**src/sv/assert_macros.svh**
```systemverilog
// Assertion macros used by the RTL of the frame receiver.
`ifndef ASSERT_MACROS_SVH
`define ASSERT_MACROS_SVH
`ifndef NO_ASSERTIONS
`define ASSERT_IMPLY(label, clk, rst_n, ante, cons) \
	label: assert property (@(posedge clk) disable iff (!rst_n) (ante) |-> (cons)) \
		else $error("assertion failed");
`define ASSERT_NEXT(label, clk, rst_n, ante, cons) \
	label: assert property (@(posedge clk) disable iff (!rst_n) (ante) |=> (cons)) \
		else $error("assertion failed");
`else
`define ASSERT_IMPLY(label, clk, rst_n, ante, cons)
`define ASSERT_NEXT(label, clk, rst_n, ante, cons)
`endif
`endif

```
**src/sv/hdlcfr_pkg.sv**
```systemverilog
// Types and constants of the HDLC-style frame receiver.
`default_nettype none
package hdlcfr_pkg;
	localparam logic [7:0] FLAG_BYTE = 8'h7E;
	localparam logic [7:0] ESC_BYTE  = 8'h7D;
	localparam logic [7:0] ESC_XOR   = 8'h20;
	localparam logic [7:0] RESET_ADDRESS = 8'h03;
	localparam logic [7:0] RESET_CONTROL = 8'h03;

	typedef enum logic {
		REG_ADDRESS = 1'b0,
		REG_CONTROL = 1'b1
	} cfg_reg_t;

	typedef enum logic [2:0] {
		PH_IDLE      = 3'd0,
		PH_GOT_FLAG  = 3'd1,
		PH_GOT_ADDR  = 3'd2,
		PH_GOT_CTRL  = 3'd3,
		PH_HEADER_OK = 3'd4,
		PH_SWALLOW   = 3'd5,
		PH_PAYLOAD   = 3'd6,
		PH_ESCAPED   = 3'd7
	} phase_t;
endpackage
`default_nettype wire

```
**src/sv/hdlc_style_frame_receiver_top.sv**
```systemverilog
// HDLC-style frame receiver: checks the frame header, destuffs the payload, marks its end.
//
// One received byte enters per cycle while in_stall is low. A byte goes into an input
// register, from which the receiver state machine consumes it and may load one destuffed
// payload byte into the result register. Payload bytes leave one byte late: the closing
// flag releases the final byte with frame_last set. A stall on the output holds the state
// machine; the input register then fills and in_stall rises. Frames have no length limit.
`default_nettype none
`include "assert_macros.svh"
module hdlc_style_frame_receiver_top (
	input  wire logic                       clk,
	input  wire logic                       arst_n,
	input  wire logic                       cfg_we,
	input  wire logic                       cfg_index,
	input  wire logic [7:0]                 cfg_data,
	input  wire logic                       in_valid,
	output logic                            in_stall,
	input  wire logic [7:0]                 rx_byte,
	output logic                            out_valid,
	input  wire logic                       out_stall,
	output logic [7:0]                      payload_byte,
	output logic                            frame_last
);
	import hdlcfr_pkg::*;

	logic [7:0] exp_addr_q;
	logic [7:0] exp_ctrl_q;
	logic       valid_s1;
	logic [7:0] rx_byte_s1;
	phase_t     phase_q;
	phase_t     phase_d;
	logic [7:0] held_byte_q;
	logic [7:0] held_byte_d;
	logic       held_valid_q;
	logic       held_valid_d;
	logic       out_valid_q;
	logic [7:0] payload_q;
	logic       last_q;
	logic       emit;
	logic       emit_last;
	logic       out_ready;
	logic       advance;

	assign out_ready = !out_valid_q || !out_stall;
	assign advance   = valid_s1 && out_ready;
	assign in_stall  = valid_s1 && !out_ready;

	always_ff @(posedge clk or negedge arst_n) begin
		if (!arst_n) begin
			exp_addr_q <= RESET_ADDRESS;
			exp_ctrl_q <= RESET_CONTROL;
		end else if (cfg_we) begin
			unique case (cfg_reg_t'(cfg_index))
				REG_ADDRESS: exp_addr_q <= cfg_data;
				REG_CONTROL: exp_ctrl_q <= cfg_data;
				default: ;
			endcase
		end
	end

	// Input register.
	always_ff @(posedge clk or negedge arst_n) begin
		if (!arst_n) begin
			valid_s1 <= 1'b0;
		end else if (!in_stall) begin
			valid_s1 <= in_valid;
		end
	end

	always_ff @(posedge clk) begin
		if (in_valid && !in_stall) begin
			rx_byte_s1 <= rx_byte;
		end
	end

	// Receiver state machine, next state and result.
	always_comb begin
		phase_d      = phase_q;
		held_byte_d  = held_byte_q;
		held_valid_d = held_valid_q;
		emit         = 1'b0;
		emit_last    = 1'b0;
		unique case (phase_q) inside
			PH_IDLE: begin
				if (rx_byte_s1 == FLAG_BYTE) phase_d = PH_GOT_FLAG;
			end
			PH_GOT_FLAG: begin
				if (rx_byte_s1 == exp_addr_q) phase_d = PH_GOT_ADDR;
				else if (rx_byte_s1 != FLAG_BYTE) phase_d = PH_IDLE;
			end
			PH_GOT_ADDR: begin
				phase_d = (rx_byte_s1 == exp_ctrl_q) ? PH_GOT_CTRL : PH_IDLE;
			end
			PH_GOT_CTRL: begin
				phase_d = (rx_byte_s1 == (exp_addr_q ^ exp_ctrl_q)) ? PH_HEADER_OK : PH_IDLE;
			end
			PH_SWALLOW: begin
				phase_d = PH_IDLE;
			end
			PH_HEADER_OK, PH_PAYLOAD: begin
				if (rx_byte_s1 == FLAG_BYTE) begin
					if (phase_q == PH_PAYLOAD) begin
						emit         = held_valid_q;
						emit_last    = 1'b1;
						held_valid_d = 1'b0;
						phase_d      = PH_IDLE;
					end else begin
						phase_d = PH_SWALLOW;
					end
				end else if (rx_byte_s1 == ESC_BYTE) begin
					phase_d = PH_ESCAPED;
				end else begin
					emit         = held_valid_q;
					held_byte_d  = rx_byte_s1;
					held_valid_d = 1'b1;
					phase_d      = PH_PAYLOAD;
				end
			end
			PH_ESCAPED: begin
				emit         = held_valid_q;
				held_byte_d  = rx_byte_s1 ^ ESC_XOR;
				held_valid_d = 1'b1;
				phase_d      = PH_PAYLOAD;
			end
			default: phase_d = PH_IDLE;
		endcase
	end

	always_ff @(posedge clk or negedge arst_n) begin
		if (!arst_n) begin
			phase_q      <= PH_IDLE;
			held_valid_q <= 1'b0;
			held_byte_q  <= 8'h00;
		end else if (advance) begin
			phase_q      <= phase_d;
			held_valid_q <= held_valid_d;
			held_byte_q  <= held_byte_d;
		end
	end

	// Result register.
	always_ff @(posedge clk or negedge arst_n) begin
		if (!arst_n) begin
			out_valid_q <= 1'b0;
		end else if (out_ready) begin
			out_valid_q <= advance && emit;
		end
	end

	always_ff @(posedge clk) begin
		if (advance && emit) begin
			payload_q <= held_byte_q;
			last_q    <= emit_last;
		end
	end

	assign out_valid    = out_valid_q;
	assign payload_byte = payload_q;
	assign frame_last   = last_q;

	// A byte is held only inside the payload part of a frame.
	`ASSERT_IMPLY(a_held_in_payload, clk, arst_n, held_valid_q,
		(phase_q == PH_PAYLOAD) || (phase_q == PH_ESCAPED))
	// A final byte always sends the receiver back to hunting for a flag.
	`ASSERT_NEXT(a_last_to_idle, clk, arst_n, advance && emit && emit_last,
		(phase_q == PH_IDLE) && !held_valid_q)
	// The state machine never moves while the result register is blocked.
	`ASSERT_NEXT(a_hold_on_stall, clk, arst_n, out_valid_q && out_stall,
		$stable(phase_q) && $stable(held_byte_q))
endmodule
`default_nettype wire

```
**config.mk**
```make
export PLATFORM = sky130hd
export DESIGN_NAME = hdlc_style_frame_receiver_top
export DESIGN_NICKNAME = d
export VERILOG_FILES = /design/src/sv/hdlcfr_pkg.sv /design/src/sv/hdlc_style_frame_receiver_top.sv
export VERILOG_INCLUDE_DIRS = /design/src /design/src/sv
export SDC_FILE = /design/constraint.sdc
export NUM_CORES = 1
export LEC_CHECK = 0
export BUFFER_PORTS_ARGS = -buffer_cell sky130_fd_sc_hd__buf_4
export CORE_MARGIN = 4
export CORE_UTILIZATION = 45
export DETAILED_ROUTE_END_ITERATION = 12
export PLACE_DENSITY = 0.68
export SLEW_MARGIN = 20
export SYNTH_ARGS = -nofsm -noshare
export SYNTH_HDL_FRONTEND = slang
export SYNTH_SLANG_ARGS = --single-unit
export TNS_END_PERCENT = 30
```
**constraint.sdc**
```tcl
create_clock -name clk -period 1.8 [get_ports clk]
set_input_delay 0 -clock clk [delete_from_list [all_inputs] [get_ports clk]]
set_output_delay 0 -clock clk [all_outputs]
set_load 0.01 [all_outputs]
```
==> summary.txt, run 1 <==
Clk Latency, worst-skew pair = 290 ps
Area grow syn2layout = 30.4%
Drt first-iter violations = 81
Setup WS pre-CTS = 8.14 ps
Most frequent cells in the layout = buf_4, dfrtp_1, mux2_2
Core area = 0.00469 mm²
Dpl hpwl = 3170 µm
Leak pwr = 0.00116 µW
Crit share post-route = 97.5%
Syn. warnings = 0
Synth Area in XOR/XNOR = 10.1%
Hold Crit Class = in2async
Clock root buffer = clkbuf_8
DIE AREA = 0.00601 mm²
Layout cell share with drive strength beyond 1 = 37.9%
Sw power = 574 µW
Crit path kind = reg2reg
Worst setup margin = 45.1 ps
Register bit count reported by yosys = 47
CTS tree = done
Mapped Area = 0.00218 mm²
Fin crit period = 1750 ps
CP arrival = 1950 ps
Worst-path fanout max = 7
DRT Pass-1 Iters = 4
Average size of a mapped cell = 13.4 µm²
Post-Layout Cell Count = 281
Main combinational cell family by area after synthesis = multiplexers
Synth Area in Compound Gates = 6.78%
Clock share of power = 27.4%
Nets = 248
Tot GR Track Use = 15.7%
Overflow after GRT = 0
Clk sink count = 47
Worst-margin pin slew = 392 ps
Crit path launch type = register
H-tree levels = 2
Number of distinct library cells after synthesis = 40
First-pass GRT wire length = 7310 µm
PortBufs = 32
Endpoints failing hold = 0
Vias in the first global route = 1596
Drt wl/cell = 15.4 µm
Most common cell after layout, fill and taps aside = buf_4
Height of the chip = 77.6 µm
WL final = 4340 µm
Max IR drop VDD = 0.504 mV
Row cnt = 25
Sw Ratio = 25.5%
Synthesized Nets = 184
P_int = 1680 µW
Clock Pin Slew Worst Setup and Hold Paths = 90 ps
Total power divided by cell area = 792 mW/mm²
Remaining antenna violation count after routing = 0
CP Capture Type = register
Io pins = 33
Placed insts = 250
Vias per cell = 5.25
Seq/Total Area, Yosys = 58.2%
Post-synth top flop = dfrtp_1
Adder-Cell Fraction of Synth Area = 0%
Status = finished clean
Setup violators final = 0
Max Cap Viol = 0
Unrepaired setup endpoints after global routing = true
Cells after Synth = 162
Fraction of synthesized area in multiplexers = 12.4%
Gpl congestion = 0.978
WHS = 178 ps
Number of flops mapped to enable cells by yosys = 17
Ys async rst share = 63.8%
Slew HR = 73.9%
Required time of the worst setup path = 1990 ps
Antenna violations before repair = 0
TritonCTS buffer count = 5
Final Max Tran Viols = 0
DIE WIDTH = 77.6 µm
Simple-Gate Fraction of Synth Area = 11.3%
Clock skew = 6.79 ps
Largest net degree at the start of global routing = 31
Setup TNS = 0 ps
Reg power frac = 56.2%
Vias = 1476
Fmax = 0.570 GHz
CTS max path bufs = 2
Combinational power share = 16.4%
Initial cell density of the core = 46.4%
Number of diodes = 0
Drt drc = 0
-- power groups by stage --
stage	clock network [µW]	registers (µW)	logic, µW
finish	617	1260	368
global route	693	1270	407
CTS	633	1270	358
detailed placement	0	1290	322
global placement	0	1280	312
floorplan	0	1260	231
-- flip-flops by register name, indices dropped and copies added, names as in the netlist --
signal,flops
held_valid_q,1
valid_s1,1
exp_addr_q,8
exp_ctrl_q,8
rx_byte_s1,8
payload_byte,8
phase_q,3
held_byte_q,8
frame_last,1
out_valid,1
-- synth_stat cells, types with 2 or more instances --
library cell	instances	area share [%]
nor2b_1	3	0.86
xor2_1	3	1.2
nand2b_1	5	1.4
edfxtp_1	17	23
inv_1	2	0.34
a21oi_1	3	0.69
mux2_2	24	12
dfrtp_1	26	30
nand2_1	7	1.2
o21ai_0	4	0.92
a31oi_1	3	0.86
nor3_1	4	0.92
nand4_1	3	0.86
dfstp_2	4	4.8
xnor2_1	22	8.9
clkbuf_1	2	0.34
nand3_1	5	1.1
and2_1	2	0.57
nor2_1	2	0.34
-- logic make-up after synthesis --
logic type | count (synthesis)
multiplexers | 24
flip-flops | 47
AND/OR/NAND/NOR | 40
XOR/XNOR | 25
AO/OA/AOI/OAI | 20
buffers and inverters | 6
-- worst max-delay path, stage by stage, from the launching register on --
cell	delay [ps]
edfxtp_1	390
nand4b_1	370
nor3_4	350
o21a_1	180
nor3_2	40
buf_4	160
a21o_1	150
-- stage by stage --
step                power, µW  instance area [µm²]  util [%]
floorplan                1500                 2180         -
global placement         1600                 2510      53.6
detailed placement       1610                 2510      53.6
CTS                      2260                 2800      59.6
global route             2370                 2840      60.5
finish                   2250                 2840      60.5
-- layout make-up --
type / instances / area [µm²]
clock buffers: 5 / 68.8
clock inverters: 3 / 17.5
fillers: 353 / 1850
inverters: 2 / 7.51
multi-input cells: 109 / 906
flip-flops and latches: 47 / 1270
well taps: 54 / 67.6
repair buffers: 61 / 505
-- layer usage --
layer,vias to the layer above,part of all wire [%],GRT usage (%),wire [µm]
met2,33,54,27.4,2330
li1,714,-,-,-
met3,5,3.3,3.48,142
met5,-,0,0,0
met1,724,42,18.5,1810
met4,0,1.3,6.94,58
-- worst paths after layout --
path	from	slack [ps]	to	cells after the start
worst max-delay path	rx_byte_s1[7]	50	out_valid	6
worst min-delay path	arst_n	180	held_valid_q	2
worst max register to register	rx_byte_s1[7]	50	out_valid	6
worst min register to register	held_byte_q[2]	460	payload_byte[2]	0
max in group asynchronous	arst_n	1300	exp_addr_q[0]	2
min in group clk	cfg_index	230	exp_addr_q[3]	4
-- timing repair --
item	4_1_cts	5_1_grt
hold buffers	19	0
buffers inserted	0	4
resized for setup	1	2
setup endpoints to repair	1	18
pin swaps	0	6
hold endpoints to repair	56	0
Note: power is estimated with default switching activity, not from simulation.
==> inputs of run 2 (changes only) <==
Settings changed: ABC_AREA set to 0, CORE_MARGIN 4 to 5.
==> run 2 against run 1 <==
Against the previous run: via count rose by 5.4%; clock power up 24%; worst setup slack gained 34 ps; power up 7.4%; count of clock-buffer cells in the layout up 1; sequential power about the same; flip-flop and latch count is the same; design area increased by 2.4%.
==> summary.txt, run 2 (synthesis gave the netlist of run 1 again) <==
Status = finished clean
Clk sink count = 47 (unchanged)
PortBufs = 32 (unchanged)
Worst setup margin = 78.9 ps (+33.8 ps)
Post-Layout Cell Count = 295 (+5.0%)
First-pass GRT wire length = 7780 µm (+6.5%)
Crit path launch type = register
Clock root buffer = clkbuf_8
H-tree levels = 2 (unchanged)
Drt drc = 0 (unchanged)
Clock Pin Slew Worst Setup and Hold Paths = 80 ps (about the same)
Number of diodes = 0 (unchanged)
Worst-margin pin slew = 393 ps (+1.27 ps)
Leak pwr = 0.00118 µW (+1.7%)
Row cnt = 25 (unchanged)
Drt wl/cell = 16.0 µm (+3.8%)
Met2 Routed Length = 2530 µm (+8.5%)
Reg2reg start = rx_byte_s1[1]
CP Capture Type = register
TritonCTS buffer count = 5 (unchanged)
Total power = 2420 µW (+7.4%)
Layout cell share with drive strength beyond 1 = 38.6% (+0.71 points)
Endpoints failing hold = 0 (unchanged)
Most frequent cells in the layout = buf_4, dfrtp_1, mux2_2
CTS tree = done
Antenna violations before repair = 0 (unchanged)
Placed insts = 264 (+5.6%)
Fin crit period = 1720 ps (-33.8 ps)
Max Cap Viol = 0 (unchanged)
Met3 wire length = 196 µm (+38%)
Largest net degree at the start of global routing = 31 (unchanged)
Core area = 0.00472 mm² (+0.67%)
Crit. Startpoint = rx_byte_s1[1]
Dpl hpwl = 3340 µm (+5.3%)
Nets = 249 (+0.40%)
Tot GR Track Use = 16.2% (+0.52 points)
Crit share post-route = 95.6% (-1.9 points)
Required time of the worst setup path = 1990 ps (about the same)
Io pins = 33 (unchanged)
Post-layout util = 61.6% (+1.1 points)
Slew HR = 73.8% (-0.084 points)
Clk Latency, worst-skew pair = 300 ps (about the same)
Max layer used = met4
Drt first-iter violations = 150 (+85%)
Reg2Reg Setup Slack = 80 ps (+30 ps)
Overflow after GRT = 0 (unchanged)
Vias = 1555 (+5.4%)
WL met1 = 1890 µm (+4.3%)
Worst-path fanout max = 7 (unchanged)
DIE WIDTH = 79.6 µm (+2.6%)
Unrepaired setup endpoints after global routing = true
Max IR drop VDD = 0.726 mV (+44%)
Gpl congestion = 0.957 (-2.1%)
Setup violators final = 0 (unchanged)
Vias per cell = 5.27 (+0.35%)
Clock skew = 2.76 ps (-4.03 ps)
CTS max path bufs = 2 (unchanged)
Remaining antenna violation count after routing = 0 (unchanged)
Height of the chip = 79.6 µm (+2.6%)
Area grow syn2layout = 33.6%
Initial cell density of the core = 46.1% (-0.31 points)
Vias in the first global route = 1557 (-2.4%)
Final Max Tran Viols = 0 (unchanged)
Most common cell after layout, fill and taps aside = buf_4
CP arrival = 1920 ps (-30 ps)
DIE AREA = 0.00633 mm² (+5.2%)
Fmax = 0.581 GHz (+2.0%)
DRT Pass-1 Iters = 4 (unchanged)
Hold Crit Class = in2async
Total power divided by cell area = 831 mW/mm² (+4.8%)
Crit path kind = reg2reg
Setup WS pre-CTS = 80.6 ps (+72.5 ps)
WL final = 4730 µm (+8.9%)
-- run 2: path summary, 6_finish.rpt --
| path | end | cells after the start |
|---|---|---|
| setup / recovery | phase_q[2] | 5 |
| hold / removal | exp_ctrl_q[7] | 2 |
| setup reg to reg | phase_q[2] | 5 |
| hold reg to reg | payload_byte[5] | 0 |
| max in group asynchronous | exp_addr_q[1] | 2 |
| min in group clk | exp_addr_q[6] | 4 |
-- run 2: cell type report --
class	instances	area (µm²)
well taps	67	83.8
clock inverters	2	37.5
flip-flops and latches	47	1270
inverters	2	7.51
multi-input cells	110	922
fillers	354	1820
clock buffers	6	72.6
repair buffers	61	518
-- run 2: critical path, stage by stage (launching register included) --
cell      delay (ps)
edfxtp_1         500
xnor2_1          290
xnor2_1          100
nor4_1           350
nand3_1          150
o41ai_2          230
-- run 2: power by group --
group	internal (µW)	switching (µW)	leakage, µW	total [µW]
clock network	414	348	0.0000514	762
logic	223	162	0.000615	384
registers	1190	81.0	0.000511	1270
total	1820	591	0.00118	2420
-- run 2: layer usage --
metal  GRT usage [%]  vias up
met5               0        -
met4            5.84        0
met3            3.05       12
met2            28.5       50
met1            19.7      776
li1                -      717
-- run 2: per-stage QoR --
step                hold slack (ps)  TNS, ps  area (µm²)
CTS                             181        0        2850
global placement              -57.9        0        2550
detailed placement            -46.7        0        2550
floorplan                      -296        0        2180
finish                          172        0        2910
global route                    205    -33.2        2910
-- run 2: repair_timing --
item,4_1_cts,5_1_grt
buffers inserted,0,3
hold buffers,19,0
endpoints found under the setup margin,0,21
gates resized for setup,0,4
endpoints found under the hold margin,56,0
==> inputs of run 3 (changes only) <==
Settings changed: ABC_AREA 0 to 1.
==> run 3 against run 2 <==
Against the previous run: area after synthesis increased by 7.1%; die area grew 6.2%; utilization shrank 4.1 points; design area increased by 0.30%; critical path depth stayed put; flip-flop and latch count did not move; cell count is 39% higher; routed wire length is 4.7% lower; hold slack worse by 20 ps; via count is 21% higher; first-iteration DRC count is 21% lower; critical endpoint is now held_byte_q[4].
==> summary.txt, run 3 <==
Status = finished clean
Ys async rst share = 63.8% (unchanged)
DIE WIDTH = 82.0 µm (+3.1%)
Gpl congestion = 0.859 (-10%)
Initial cell density of the core = 46.0% (-0.14 points)
Share of the synthesized area in the top cell type = 27.9% (-2.0 points)
Max Cap Viol = 0 (unchanged)
Vias in the first global route = 1721 (+11%)
Slew HR = 69.3% (-4.5 points)
Row cnt = 26 (+4.0%)
WL final = 4510 µm (-4.7%)
Vias = 1878 (+21%)
Tot GR Track Use = 15.1% (-1.1 points)
Hold Crit Class = in2async
Worst setup margin = 196 ps (+117 ps)
Core area = 0.00507 mm² (+7.4%)
Drt first-iter violations = 119 (-21%)
Leak pwr = 0.00144 µW (+22%)
Crit path launch type = register
Most common cell after layout, fill and taps aside = nand2_1
Io pins = 33 (unchanged)
Required time of the worst setup path = 1970 ps (-20 ps)
Largest net degree at the start of global routing = 31 (unchanged)
Synthesized Nets = 305 (+66%)
Remaining antenna violation count after routing = 0 (unchanged)
Number of diodes = 0 (unchanged)
Cells after Synth = 283 (+75%)
Number of flops mapped to enable cells by yosys = 17 (unchanged)
Unrepaired setup endpoints after global routing = false
Most frequent cells in the layout = nand2_1, inv_1, buf_4
Clk sink count = 47 (unchanged)
PortBufs = 32 (unchanged)
Nets = 360 (+45%)
DIE AREA = 0.00672 mm² (+6.2%)
Setup WS pre-CTS = 147 ps (+66.5 ps)
DRT Pass-1 Iters = 4 (unchanged)
Register bit count reported by yosys = 47 (unchanged)
CTS max path bufs = 2 (unchanged)
Main combinational cell family by area after synthesis = simple AND/OR/NAND/NOR gates
Reg2Reg Setup Slack = 200 ps (+120 ps)
Simple-Gate Fraction of Synth Area = 26.1% (+15 points)
Final Max Tran Viols = 0 (unchanged)
Vias per cell = 4.59 (-13%)
Endpoints failing hold = 0 (unchanged)
TritonCTS buffer count = 5 (unchanged)
Seq/Total Area, Yosys = 54.3% (-3.9 points)
Adder-Cell Fraction of Synth Area = 0% (unchanged)
Total power divided by cell area = 782 mW/mm² (-5.8%)
Synth Area in Compound Gates = 7.73% (+0.94 points)
Setup violators final = 0 (unchanged)
Overflow after GRT = 0 (unchanged)
Average size of a mapped cell = 8.24 µm² (-39%)
Synth Area in XOR/XNOR = 3.38% (-6.7 points)
Height of the chip = 82.0 µm (+3.1%)
Drt wl/cell = 11.0 µm (-31%)
Max IR drop VDD = 0.407 mV (-44%)
Setup TNS = 0 ps (unchanged)
Cell with the most instances after synthesis = nand2_1
Clock skew = 6.03 ps (+3.27 ps)
Number of distinct library cells after synthesis = 23 (-43%)
Drt drc = 0 (unchanged)
Clock Pin Slew Worst Setup and Hold Paths = 90 ps (about the same)
Dpl hpwl = 3400 µm (+1.9%)
Syn. warnings = 0 (unchanged)
Most frequent cells after synthesis = nand2_1, inv_1, dfrtp_1, o21ai_0, edfxtp_1
Post-synth top flop = dfrtp_1
FILL cells = 487 (+38%)
Worst-margin pin slew = 459 ps (+65.9 ps)
CP Capture Type = register
Antenna violations before repair = 0 (unchanged)
CP arrival = 1770 ps (-150 ps)
Mapped Area = 0.00233 mm² (+7.1%)
Area leader, netlist = dfrtp_1
Clock root buffer = clkbuf_8
Area grow syn2layout = 25.1%
Top cells by area, synth = dfrtp_1, edfxtp_1, nand2_1
CTS tree = done
Fmax = 0.623 GHz (+7.3%)
Clk Latency, worst-skew pair = 300 ps (about the same)
Crit share post-route = 89.1% (-6.5 points)
Layout cell share with drive strength beyond 1 = 15.9% (-23 points)
Fin crit period = 1600 ps (-117 ps)
Crit path kind = reg2reg
First-pass GRT wire length = 7620 µm (-2.0%)
Fraction of synthesized area in multiplexers = 0% (-12 points)
Worst-path fanout max = 17 (+10)
H-tree levels = 2 (unchanged)
run 3: changes by cell type after synthesis, sizes merged, moves of 2 or more:
cell    change
mux2       -24
inv        +43
nand2b      -5
xnor2      -16
nand4       -2
o21ai      +22
nand3      +10
nor2       +14
a31oi       -3
nand2     +101
and2        -2
nor2b       -3
nor4        -2
run 3: metal layers:
metal	vias up	part of all wire (%)	global-route usage (%)	routed length, µm
met5	-	0	0	0
met4	0	1.8	7.81	82
met3	8	5.3	2.74	239
met2	43	45	23.7	2020
met1	840	48	19.9	2170
li1	987	-	-	-
run 3: where the power goes:
| group | internal, µW | total, µW | switching, µW | leakage, µW |
|---|---|---|---|---|
| clock | 270 | 626 | 356 | 0.0000402 |
| combinational | 172 | 379 | 207 | 0.000870 |
| sequential | 1190 | 1280 | 87.8 | 0.000527 |
| total | 1630 | 2280 | 650 | 0.00144 |
run 3: final timing paths:
check,startpoint,to,cells after the start
worst max-delay path,rx_byte_s1[6],held_byte_q[4],5
worst min-delay path,arst_n,out_valid,2
worst max register to register,rx_byte_s1[6],held_byte_q[4],5
worst min register to register,held_byte_q[7],payload_byte[7],0
max in group asynchronous,arst_n,exp_addr_q[0],2
min in group clk,cfg_we,exp_addr_q[0],4
run 3: final cells by class:
class | count | area, µm² | area share, %
Timing Repair Buffer | 52 | 438 | 15.0
Clock inverter | 3 | 20.0 | 0.686
Clock buffer | 5 | 68.8 | 2.36
Sequential cell | 47 | 1270 | 43.4
Tap cell | 70 | 87.6 | 3.00
Inverter | 45 | 169 | 5.79
Multi-Input combinational cell | 187 | 867 | 29.7
run 3: per-stage QoR:
step / util [%] / instance area (µm²) / hold slack, ps / power (µW) / instances
floorplan: - / 2330 / -296 / 1530 / 283
global placement: 52.0 / 2640 / -53.6 / 1640 / 382
detailed placement: 52.0 / 2640 / -48.7 / 1650 / 382
CTS: 57.5 / 2920 / 164 / 2300 / 409
global route: 57.5 / 2920 / 198 / 2420 / 409
finish: 57.5 / 2920 / 151 / 2280 / 409
run 3: repair_timing:
action                     CTS  global route
hold endpoints to repair    56             0
resized for setup            0             1
hold buffers                19             0
setup endpoints to repair    0             9
buffers inserted             0             0
run 3: kinds of logic after synthesis:
group,Yosys count
AND/OR/NAND/NOR,146
buffers and inverters,49
flip-flops,47
AO/OA/AOI/OAI,32
XOR/XNOR,9
run 3: critical path, stage by stage, from the launching register on:
cell,delay (ps)
edfxtp_1,390
inv_1,120
nor3_4,230
nand2_2,150
o211ai_4,420
o21ai_0,150
